===== config.mk =====
export PLATFORM = sky130hd
export DESIGN_NAME = text_command_dispatch_parser_top
export DESIGN_NICKNAME = d
export VERILOG_FILES = /design/src/design/tcdp_pkg.sv /design/src/design/tcdp_cfg.sv /design/src/design/tcdp_match.sv /design/src/design/tcdp_parse.sv /design/src/design/text_command_dispatch_parser_top.sv
export SDC_FILE = /design/constraint.sdc
export NUM_CORES = 1
export LEC_CHECK = 0
export ABC_AREA = 0
export BUFFER_PORTS_ARGS = -buffer_cell sky130_fd_sc_hd__buf_2
export CAP_MARGIN = 20
export CORE_MARGIN = 2
export CORE_UTILIZATION = 40
export DETAILED_ROUTE_END_ITERATION = 7
export PLACE_DENSITY = 0.66
export SETUP_SLACK_MARGIN = 0.1
export SYNTH_ARGS = -nofsm -noshare
export SYNTH_HDL_FRONTEND = slang
export SYNTH_SLANG_ARGS = --single-unit

===== constraint.sdc =====
create_clock -name i_clk -period 19.5 [get_ports i_clk]
set_clock_uncertainty 0.1 [all_clocks]
set_input_delay 4.875 -clock i_clk [delete_from_list [all_inputs] [get_ports i_clk]]
set_output_delay 4.875 -clock i_clk [all_outputs]
set_load 0.01 [all_outputs]

===== src/design/tcdp_pkg.sv =====
package tcdp_pkg;

    localparam int unsigned CFG_IDX_W  = 3;
    localparam int unsigned CMD_IDX_W  = 3;
    localparam int unsigned WORD_W     = 32;
    localparam int unsigned NUM_PARAMS = 3;

    // register map of the configuration port
    localparam logic [CFG_IDX_W-1:0] REG_COMMAND_COUNT = 3'd0;
    localparam logic [CFG_IDX_W-1:0] REG_CMD_WORD_0    = 3'd1;

    localparam logic [7:0] CHAR_HASH  = 8'h23;
    localparam logic [7:0] CHAR_STAR  = 8'h2A;
    localparam logic [7:0] CHAR_SPACE = 8'h20;
    localparam logic [7:0] CHAR_PLUS  = 8'h2B;
    localparam logic [7:0] CHAR_MINUS = 8'h2D;
    localparam logic [7:0] CHAR_ZERO  = 8'h30;
    localparam logic [7:0] CHAR_NINE  = 8'h39;
    localparam logic [7:0] CHAR_TAB   = 8'h09;
    localparam logic [7:0] CHAR_CR    = 8'h0D;

    localparam logic [2:0] CMD_LEN = 3'd4;
    localparam logic [1:0] FIELD_PAST = 2'd3;

    typedef enum logic [1:0] {
        PH_BEFORE = 2'd0,
        PH_SIGN   = 2'd1,
        PH_DIGITS = 2'd2,
        PH_DONE   = 2'd3
    } t_phase;

    // command code collected by the parser, handed to the matcher
    typedef struct packed {
        logic              full;
        logic [WORD_W-1:0] code;
    } t_cmd_info;

    typedef struct packed {
        logic                 hit;
        logic [CMD_IDX_W-1:0] index;
    } t_match;

endpackage


===== src/design/tcdp_cfg.sv =====
module tcdp_cfg #(
    parameter int MAX_COMMANDS = 6
) (
    input  logic                               i_clk,
    input  logic                               i_rst_n,
    input  logic                               i_cfg_valid,
    input  logic [tcdp_pkg::CFG_IDX_W-1:0]     i_cfg_index,
    input  logic [tcdp_pkg::WORD_W-1:0]        i_cfg_data,
    output logic [tcdp_pkg::CMD_IDX_W-1:0]     o_limit,
    output logic [tcdp_pkg::WORD_W-1:0]        o_words [MAX_COMMANDS]
);

    logic [tcdp_pkg::CMD_IDX_W-1:0] r_count;
    logic [tcdp_pkg::WORD_W-1:0]    r_words [MAX_COMMANDS];

    always_ff @(posedge i_clk) begin
        if (!i_rst_n) begin
            r_count <= '0;
            for (int i = 0; i < MAX_COMMANDS; i++) begin
                r_words[i] <= '0;
            end
        end else if (i_cfg_valid) begin
            if (i_cfg_index == tcdp_pkg::REG_COMMAND_COUNT) begin
                r_count <= i_cfg_data[tcdp_pkg::CMD_IDX_W-1:0];
            end
            // words past MAX_COMMANDS are never compared, so writes to them drop
            for (int i = 0; i < MAX_COMMANDS; i++) begin
                if (i_cfg_index == tcdp_pkg::REG_CMD_WORD_0 + tcdp_pkg::CFG_IDX_W'(i)) begin
                    r_words[i] <= i_cfg_data;
                end
            end
        end
    end

    assign o_limit = (r_count > tcdp_pkg::CMD_IDX_W'(MAX_COMMANDS))
                   ? tcdp_pkg::CMD_IDX_W'(MAX_COMMANDS) : r_count;
    assign o_words = r_words;

endmodule


===== src/design/tcdp_match.sv =====
module tcdp_match #(
    parameter int MAX_COMMANDS = 6
) (
    input  tcdp_pkg::t_cmd_info             i_cmd,
    input  logic [tcdp_pkg::CMD_IDX_W-1:0]  i_limit,
    input  logic [tcdp_pkg::WORD_W-1:0]     i_words [MAX_COMMANDS],
    output tcdp_pkg::t_match                o_match
);

    always_comb begin
        o_match = '0;
        // walk downward so the lowest matching index wins
        for (int i = MAX_COMMANDS - 1; i >= 0; i--) begin
            if (i_cmd.full && (tcdp_pkg::CMD_IDX_W'(i) < i_limit)
                    && (i_words[i] == i_cmd.code)) begin
                o_match.hit   = 1'b1;
                o_match.index = tcdp_pkg::CMD_IDX_W'(i);
            end
        end
    end

endmodule


===== src/design/tcdp_parse.sv =====
module tcdp_parse (
    input  logic                         i_clk,
    input  logic                         i_rst_n,
    input  logic                         i_step,
    input  logic [7:0]                   i_byte,
    output tcdp_pkg::t_cmd_info          o_cmd,
    output logic [tcdp_pkg::WORD_W-1:0]  o_values [tcdp_pkg::NUM_PARAMS]
);

    logic [2:0]                  r_char_pos, n_char_pos;
    logic [tcdp_pkg::WORD_W-1:0] r_cmd_shift, n_cmd_shift;
    logic [1:0]                  r_field, n_field;
    tcdp_pkg::t_phase            r_phase, n_phase;
    logic                        r_neg, n_neg;
    logic [tcdp_pkg::WORD_W-1:0] r_val [tcdp_pkg::NUM_PARAMS];
    logic [tcdp_pkg::WORD_W-1:0] n_val [tcdp_pkg::NUM_PARAMS];

    logic                        is_digit;
    logic                        is_ws;
    logic [tcdp_pkg::WORD_W-1:0] digit;
    logic [tcdp_pkg::WORD_W-1:0] acc;
    logic [tcdp_pkg::WORD_W-1:0] acc_x10;
    logic [tcdp_pkg::WORD_W-1:0] acc_next;

    assign is_digit = (i_byte >= tcdp_pkg::CHAR_ZERO) && (i_byte <= tcdp_pkg::CHAR_NINE);
    assign is_ws    = (i_byte >= tcdp_pkg::CHAR_TAB) && (i_byte <= tcdp_pkg::CHAR_CR);
    assign digit    = {{(tcdp_pkg::WORD_W-4){1'b0}}, i_byte[3:0]};

    always_comb begin
        unique case (r_field)
            2'd0:    acc = r_val[0];
            2'd1:    acc = r_val[1];
            2'd2:    acc = r_val[2];
            default: acc = '0;
        endcase
    end

    assign acc_x10  = (acc << 3) + (acc << 1);
    assign acc_next = r_neg ? (acc_x10 - digit) : (acc_x10 + digit);

    always_comb begin
        n_char_pos  = r_char_pos;
        n_cmd_shift = r_cmd_shift;
        n_field     = r_field;
        n_phase     = r_phase;
        n_neg       = r_neg;
        n_val       = r_val;

        if (i_step) begin
            priority if (i_byte == tcdp_pkg::CHAR_HASH) begin
                n_char_pos  = '0;
                n_cmd_shift = '0;
                n_field     = '0;
                n_phase     = tcdp_pkg::PH_BEFORE;
                n_neg       = 1'b0;
                for (int i = 0; i < tcdp_pkg::NUM_PARAMS; i++) begin
                    n_val[i] = '0;
                end
            end else if (r_char_pos < tcdp_pkg::CMD_LEN) begin
                n_cmd_shift = {r_cmd_shift[tcdp_pkg::WORD_W-9:0], i_byte};
                n_char_pos  = r_char_pos + 3'd1;
            end else if (i_byte == tcdp_pkg::CHAR_STAR) begin
                if (r_field != tcdp_pkg::FIELD_PAST) begin
                    n_field = r_field + 2'd1;
                end
                n_phase = tcdp_pkg::PH_BEFORE;
                n_neg   = 1'b0;
            end else if (r_field != tcdp_pkg::FIELD_PAST && i_byte != tcdp_pkg::CHAR_SPACE) begin
                unique case (r_phase)
                    tcdp_pkg::PH_BEFORE: begin
                        priority if (is_ws) begin
                            n_phase = r_phase;
                        end else if (i_byte == tcdp_pkg::CHAR_PLUS
                                  || i_byte == tcdp_pkg::CHAR_MINUS) begin
                            n_neg   = (i_byte == tcdp_pkg::CHAR_MINUS);
                            n_phase = tcdp_pkg::PH_SIGN;
                        end else if (is_digit) begin
                            n_phase = tcdp_pkg::PH_DIGITS;
                        end else begin
                            n_phase = tcdp_pkg::PH_DONE;
                        end
                    end
                    tcdp_pkg::PH_SIGN, tcdp_pkg::PH_DIGITS: begin
                        n_phase = is_digit ? tcdp_pkg::PH_DIGITS : tcdp_pkg::PH_DONE;
                    end
                    default: begin
                        n_phase = r_phase;
                    end
                endcase
                // a digit only accumulates while the number is still open
                if (is_digit && r_phase != tcdp_pkg::PH_DONE) begin
                    for (int i = 0; i < tcdp_pkg::NUM_PARAMS; i++) begin
                        if (r_field == 2'(i)) begin
                            n_val[i] = acc_next;
                        end
                    end
                end
            end
        end
    end

    always_ff @(posedge i_clk) begin
        if (!i_rst_n) begin
            r_char_pos  <= '0;
            r_cmd_shift <= '0;
            r_field     <= '0;
            r_phase     <= tcdp_pkg::PH_BEFORE;
            r_neg       <= 1'b0;
            for (int i = 0; i < tcdp_pkg::NUM_PARAMS; i++) begin
                r_val[i] <= '0;
            end
        end else begin
            r_char_pos  <= n_char_pos;
            r_cmd_shift <= n_cmd_shift;
            r_field     <= n_field;
            r_phase     <= n_phase;
            r_neg       <= n_neg;
            r_val       <= n_val;
        end
    end

    assign o_cmd.full = (r_char_pos >= tcdp_pkg::CMD_LEN);
    assign o_cmd.code = r_cmd_shift;
    assign o_values   = r_val;

endmodule


===== src/design/text_command_dispatch_parser_top.sv =====
// Text command parser. Bytes of a command stream enter on the input channel
// (i_in_valid / o_in_stall / i_in_byte); each '#' closes a message and yields one
// result on the output channel (o_out_valid / i_out_stall) carrying the match
// flag, the index of the first matching command word and three parameters.
// Other bytes produce no result.
// The configuration channel (i_cfg_valid / o_cfg_ready / i_cfg_index /
// i_cfg_data) is always ready: index 0 is the command count, 1..6 the command
// words. Write it only while no message is in flight.
// Throughput: one byte per cycle while no '#' is held back by a stalled output.
// A byte is captured in the input register and parsed from there; a '#' writes
// its result into the output register when it is parsed. The per-byte path is
// one multiply-by-ten with add or subtract and the six word compares.
// While the receiver stalls, non-'#' bytes keep flowing; a '#' that finds the
// output register still held waits in the input register with o_in_stall high
// until the result ahead of it is taken. Reset clears the message state, the
// command count and words.
module text_command_dispatch_parser_top #(
    parameter int MAX_COMMANDS = 6
) (
    input  logic                                i_clk,
    input  logic                                i_rst_n,

    input  logic                                i_in_valid,
    output logic                                o_in_stall,
    input  logic [7:0]                          i_in_byte,

    output logic                                o_out_valid,
    input  logic                                i_out_stall,
    output logic                                o_matched,
    output logic [tcdp_pkg::CMD_IDX_W-1:0]      o_command_index,
    output logic signed [tcdp_pkg::WORD_W-1:0]  o_param_a,
    output logic signed [tcdp_pkg::WORD_W-1:0]  o_param_b,
    output logic signed [tcdp_pkg::WORD_W-1:0]  o_param_c,

    input  logic                                i_cfg_valid,
    output logic                                o_cfg_ready,
    input  logic [tcdp_pkg::CFG_IDX_W-1:0]      i_cfg_index,
    input  logic [tcdp_pkg::WORD_W-1:0]         i_cfg_data
);

    logic                           r_in_valid;
    logic [7:0]                     r_in_byte;
    logic                           r_out_valid;
    logic                           r_matched;
    logic [tcdp_pkg::CMD_IDX_W-1:0] r_index;
    logic [tcdp_pkg::WORD_W-1:0]    r_param [tcdp_pkg::NUM_PARAMS];

    logic                           in_take;
    logic                           is_hash;
    logic                           step;
    logic                           emit;

    logic [tcdp_pkg::CMD_IDX_W-1:0] limit;
    logic [tcdp_pkg::WORD_W-1:0]    words [MAX_COMMANDS];
    tcdp_pkg::t_cmd_info            cmd;
    tcdp_pkg::t_match               match;
    logic [tcdp_pkg::WORD_W-1:0]    values [tcdp_pkg::NUM_PARAMS];

    assign is_hash    = (r_in_byte == tcdp_pkg::CHAR_HASH);
    assign step       = r_in_valid && !(is_hash && r_out_valid && i_out_stall);
    assign emit       = step && is_hash;
    assign o_in_stall = r_in_valid && !step;
    assign in_take    = i_in_valid && !o_in_stall;
    assign o_cfg_ready = 1'b1;

    always_ff @(posedge i_clk) begin
        if (!i_rst_n) begin
            r_in_valid  <= 1'b0;
            r_out_valid <= 1'b0;
        end else begin
            r_in_valid  <= in_take || (r_in_valid && !step);
            r_out_valid <= emit || (r_out_valid && i_out_stall);
        end
    end

    always_ff @(posedge i_clk) begin
        if (in_take) begin
            r_in_byte <= i_in_byte;
        end
        if (emit) begin
            r_matched <= match.hit;
            r_index   <= match.index;
            r_param   <= values;
        end
    end

    tcdp_cfg #(
        .MAX_COMMANDS (MAX_COMMANDS)
    ) u_cfg (
        .i_clk       (i_clk),
        .i_rst_n     (i_rst_n),
        .i_cfg_valid (i_cfg_valid && o_cfg_ready),
        .i_cfg_index (i_cfg_index),
        .i_cfg_data  (i_cfg_data),
        .o_limit     (limit),
        .o_words     (words)
    );

    tcdp_parse u_parse (
        .i_clk    (i_clk),
        .i_rst_n  (i_rst_n),
        .i_step   (step),
        .i_byte   (r_in_byte),
        .o_cmd    (cmd),
        .o_values (values)
    );

    tcdp_match #(
        .MAX_COMMANDS (MAX_COMMANDS)
    ) u_match (
        .i_cmd   (cmd),
        .i_limit (limit),
        .i_words (words),
        .o_match (match)
    );

    assign o_out_valid     = r_out_valid;
    assign o_matched       = r_matched;
    assign o_command_index = r_index;
    assign o_param_a       = $signed(r_param[0]);
    assign o_param_b       = $signed(r_param[1]);
    assign o_param_c       = $signed(r_param[2]);

endmodule

* Yosys cells after proc, flatten, opt, wreduce, memory -nomap -nowiden *
Cells that the tools add are included.

storage, ports and cells
  register bits after elaboration = 441
  input bits = 48
  output and inout bits = 103
  word-level logic and storage cells = 171

operators by class
  add/subtract/negate cells = 5
  order comparisons = 13
  equal/unequal tests = 27
  mux-type cells = 39
  reduce and logical (&&, ||, !) cells = 62

operators by type and width
  cell                                                                               count
  96-bit two-way mux                                                                 5
  32-bit == test                                                                     6
  32-bit two-way mux                                                                 6
  31-bit case mux with 3 select lines                                                1
  32-bit adder                                                                       1
  32-bit by 4-bit adder with 32-bit output                                           1
  8-bit by 6-bit == test with 1-bit output (second input constant)                   4
  32-bit by 4-bit subtractor with 32-bit output                                      1
  2-bit two-way mux                                                                  12
  6-bit AND reduction                                                                4
  1-bit logical AND                                                                  23
  2-bit AND reduction                                                                8
  2-bit nonzero test                                                                 8
  3-bit two-way mux                                                                  4
  3-bit == test (second input constant)                                              3
  1-bit two-way mux                                                                  9
  3-bit nonzero test                                                                 3
  8-bit by 4-bit >= comparator with 1-bit output (second input constant)             1
  8-bit by 6-bit >= comparator with 1-bit output (second input constant)             1
  8-bit by 4-bit less-or-equal comparator with 1-bit output (second input constant)  1
  8-bit by 6-bit less-or-equal comparator with 1-bit output (second input constant)  1
  2-bit inequality test (second input constant)                                      4
  8-bit by 6-bit inequality test with 1-bit output (second input constant)           1
  3-bit by 2-bit == test with 1-bit output (second input constant)                   2
  other kinds (25)                                                                   36

* Logic depth before layout (Yosys ltp) *
  word-level depth = 11
  depth in mapped cells = 21
  depth with buffers taken out = 17

* Modules after synthesis *
From an unflattened synthesis, not the netlist that was laid out.

second synthesis, totals
  cells, all modules = 2,272
  area total of the unflattened synthesis = 21,984.8 µm²

modules (own cells, without submodules)
  module                            times used  cells each  area an instance (µm²)  seq. area each (µm²)
  tcdp_parse                        1           1,163       9,157.5                 2,722.6
  tcdp_cfg                          1           674         7,035.5                 3,903.7
  text_command_dispatch_parser_top  1           127         3,418.3                 3,283.1
  tcdp_match                        1           308         2,373.5                 0.0

* Worst setup path before layout *
No wires, ideal clock.

  path type = in2reg
  start point = input i_out_stall
  end point = register r_index, in the netlist o_command_index[0], enable pin
  setup time = 0.592 ns
  arrival = 9.722 ns
  required time = 18.808 ns
  path slack = 9.086 ns
  stages on the path = 1
  buffers on the path = 0
  cells stage by stage = a21oi_1

between the ends
  word-level cells in the longest chain between the ends = 4

RTL lines
  item                  RTL line                                RTL
  start, declared       text_command_dispatch_parser_top.sv:28  input logic i_out_stall,
  1-bit logical AND     text_command_dispatch_parser_top.sv:60  assign step = r_in_valid && !(is_hash && r_out_valid && i_out_stall);
  1-bit logical NOT     text_command_dispatch_parser_top.sv:60
  1-bit logical AND     text_command_dispatch_parser_top.sv:60
  1-bit logical AND     text_command_dispatch_parser_top.sv:61  assign emit = step && is_hash;
  end signal, assigned  text_command_dispatch_parser_top.sv:82  r_index <= match.index;
  end, declared         text_command_dispatch_parser_top.sv:45  logic [tcdp_pkg::CMD_IDX_W-1:0] r_index;

No other way between the ends.
A chain may end at the register's enable or synchronous reset.

* Final worst setup path *
  start point = input i_out_stall
  end point = output o_in_stall

between the ends
  word-level cells in the longest chain between the ends = 5

RTL lines
  item               RTL line                                RTL
  1-bit logical AND  text_command_dispatch_parser_top.sv:60
  1-bit logical NOT  text_command_dispatch_parser_top.sv:60
  1-bit logical AND  text_command_dispatch_parser_top.sv:60
  1-bit logical NOT  text_command_dispatch_parser_top.sv:62  assign o_in_stall = r_in_valid && !step;
  1-bit logical AND  text_command_dispatch_parser_top.sv:62
  end, declared      text_command_dispatch_parser_top.sv:24  output logic o_in_stall,

No other way between the ends.

==> flow_metrics.py <==
metrics = {
    "status": {
        "status": "finished, final reports clean",
    },
    "clock_network": {
        "cts.sinks": 441,
        "cts_tree": "yes",
        "holdBufCountCts": 0,
        "root_buffer": "clkbuf_16",
        "worstSkewPairLatency_ps": 610,
        "h-tree-depth": 2,
        "clk_path_buf_depth": 3,
        "cts_setup_buffers": 0,
        "path_clk_slew_ps": 50,
        "cts_made_buffers": 48,
        "post_cts_resized": 0,
    },
    "worst_setup_path": {
        "critPathTopFamily": "simple AND/OR/NAND/NOR gates",
        "reg2reg_from": "u_parse.r_field[0]",
        "cp.arrival_ps": 5450,
        "cp.buffers_inverters": 2,
        "cp.depth": 4,
        "cp-startpoint": "i_out_stall",
        "worstPathRequired_ps": 14530,
        "critPathCapture": "o_in_stall",
        "slowest_delay_ps": 190,
        "r2r_cells": 17,
        "rrSetupSlack_ps": 13310,
        "r2r-end": "u_parse.o_values[31]",
        "crit_fanout": 4,
        "cpMostUsedCell": "buf_2",
        "path_cells": "buf_2 -> nand2_1 -> nor2_1 -> buf_2",
        "crit_path_end_kind": "output pin",
        "critPathKind": "input pin to output pin",
        "start_kind": "input pin",
        "cp_slowest_cell": "nor2_1",
    },
    "layout": {
        "fillerInstances": 5274,
        "regArea_mm2": 0.009910,
        "layout-drive-gt1-share": 0.1207,
        "areaGrowthSynthToFinish_pct": 13.41,
        "nets": 2629,
        "multi_input_area_mm2": 0.01153,
        "instances_no_fill": 3334,
    },
    "grt": {
        "antenna_found_initial": 4,
        "grt_pass1_vias": 17680,
        "grt_max_degree": 166,
        "grt-ovfl-total": 0,
        "grtUsageTotal": 0.2276,
        "grt_pass1_wl_um": 101600,
    },
    "power": {
        "powerDensity_mw_per_mm2": 79.23,
        "finalPower_uw": 1992,
        "irDropWorstVdd_mv": 0.07459,
        "power_leakage_uw": 0.009326,
    },
    "sta": {
        "setup_viol": 0,
        "fmax_ghz": 0.09593,
        "hold_viol": 0,
        "worst_slack_ps": 9076,
        "maxSlewViolCount": 0,
        "worstMarginPinSlew_ps": 1048,
        "rsz0062_at_grt": "false",
        "relSlewSlack": 0.3014,
        "holdWs_ps": 346.1,
        "setup_tns_ps": 0,
        "fin_crit_ps": 10420,
        "min_period_over_period": 0.5346,
    },
    "synth": {
        "synth_seq_cells": 441,
        "yosysMostFrequentCell": "nand2_1",
        "ys.flop_type": "dfxtp_1",
        "synth_cell_types": 91,
        "ys_top_cells_by_area": "dfxtp_1 (30%), edfxtp_1 (15%), nand2_1 (9.2%)",
        "avgSynthCellArea_um2": 8.898,
        "seq_area_frac_synth": 0.4471,
        "synth_area_leader_cell": "dfxtp_1",
        "syn_nets": 2576,
        "synth_edf_count": 108,
        "yosys_warnings": 0,
        "synth_commonest_cells": "nand2_1 (546), dfxtp_1 (333), a21boi_0 (237), clkbuf_1 (159), xor2_1 (140)",
        "syn-cell-area_mm2": 0.02217,
        "synthArstFlopShare": 0,
        "yosysTopAreaCellShare": 0.3008,
        "synth_cells": 2491,
    },
    "placement": {
        "dp_hpwl_um": 45190,
        "io_buffers": 149,
        "dp.cells": 3241,
        "place_ws_ps": 9083,
        "place.gp.congestion": 0.9053,
    },
    "drt": {
        "post-route-drc-count": 0,
        "drt_wl_total_um": 66550,
        "vias_per_cell": 5.601,
        "vias": 18680,
        "ant_nets": 0,
        "drtPass1Iterations": 7,
        "wire_per_inst_um": 19.96,
        "first_iter_violations": 1671,
    },
    "die": {
        "rows": 86,
        "start_util": 0.4031,
        "die-width_um": 239.4,
        "io-pin-count": 151,
        "die_area_mm2": 0.05731,
        "core-area_mm2": 0.05499,
        "die_h_um": 239.4,
    },
    "worst_hold_path": {
        "hold_class": "flop to flop",
        "min_path_cells": 0,
    },
    "flow_run": {
        "cap_violations": 0,
    },
}
==> registers in the layout, summed over array words and instances, names as in the netlist <==
name                 count
o_param_c               32
u_cfg.r_count            3
u_parse.r_char_pos       3
u_parse.r_field          2
o_matched                1
o_command_index          3
u_parse.r_phase          2
r_in_byte                8
u_parse.o_values        96
o_param_a               32
r_in_valid               1
u_parse.r_cmd_shift     32
o_param_b               32
u_parse.r_neg            1
u_cfg.o_words          192
o_out_valid              1
==> cells in the final DEF (no fill, tap or decap), types with 49 or more instances in the layout <==
cell type	netlist	layout
nand2_1	546	545
dfxtp_1	333	333
a21boi_0	237	237
buf_2	6	148
xor2_1	140	140
edfxtp_1	108	108
xnor2_1	98	98
nor2_1	101	97
nand3_1	74	71
o21ai_0	54	51
nor2b_1	50	50
clkbuf_16	0	49
==> metal layers <==
layer / vias up / GRT usage / share of wire
met5: - / 0 / 0.00035
met4: 4 / 0.09394 / 0.039
met3: 147 / 0.03722 / 0.067
met2: 717 / 0.3758 / 0.47
met1: 8982 / 0.2957 / 0.43
li1: 8825 / - / -
==> power breakdown <==
| part | switching, uW | total (uW) | internal, uW | leakage (uW) |
|---|---|---|---|---|
| logic | 64.5 | 99.4 | 34.9 | 0.00491 |
| registers | 13.7 | 958 | 944 | 0.00362 |
| clock network | 391 | 934 | 543 | 0.000794 |
==> worst min-delay path by stage <==
stage / startpoint / endpoint / slack [ps]
global route: u_parse.o_values[31] / o_param_c[31] / 360
global placement: u_parse.o_values[63] / o_param_b[31] / 340
CTS: u_parse.o_values[31] / o_param_c[31] / 350
finish: u_parse.o_values[31] / o_param_c[31] / 350
detailed placement: u_parse.o_values[31] / o_param_c[31] / 340
floorplan: u_parse.o_values[95] / o_param_a[31] / 310
==> worst reg2reg max path: stages (launching register included) <==
cell	delay, ps
dfxtp_1	420
inv_1	110
ha_1	210
buf_4	260
a222oi_1	990
nor2_1	100
ha_1	400
nand3b_1	150
nor3_1	280
o2111ai_1	320
and2_1	260
o32ai_2	480
nand4_1	340
nor3_1	570
nand4_1	350
nor4_2	400
a21oi_1	150
o211ai_1	220
==> metrics by stage <==
stage	util	instance area [um^2]
CTS	0.4570	25130
global route	0.4571	25130
floorplan	-	22170
global placement	0.4271	23490
detailed placement	0.4271	23490
finish	0.4572	25140
==> cells by family (layout without fill, tap and decap cells) <==
| family | count (synthesis) | count (layout) | synth area share |
|---|---|---|---|
| buffers and inverters | 210 | 303 | 0.03624 |
| multiplexers | 9 | 9 | 0.004065 |
| flip-flops | 441 | 441 | 0.4471 |
| XOR/XNOR | 239 | 239 | 0.09478 |
| adder cells (fa/ha/maj) | 44 | 44 | 0.02439 |
| AO/OA/AOI/OAI | 540 | 540 | 0.1850 |
| AND/OR/NAND/NOR | 1007 | 1007 | 0.2082 |
| other | 1 | 3 | 0.0001692 |
==> area by class of cell <==
type | count | area share
inverters | 32 | 0.004778
well taps | 748 | 0.03723
repair buffers | 181 | 0.03947
diodes | 2 | 0.0001991
clock buffers | 70 | 0.05550
clock inverters | 20 | 0.009756
multi-input cells | 1840 | 0.4588
flip-flops and latches | 441 | 0.3942
Note: power is estimated with default switching activity, not from simulation.
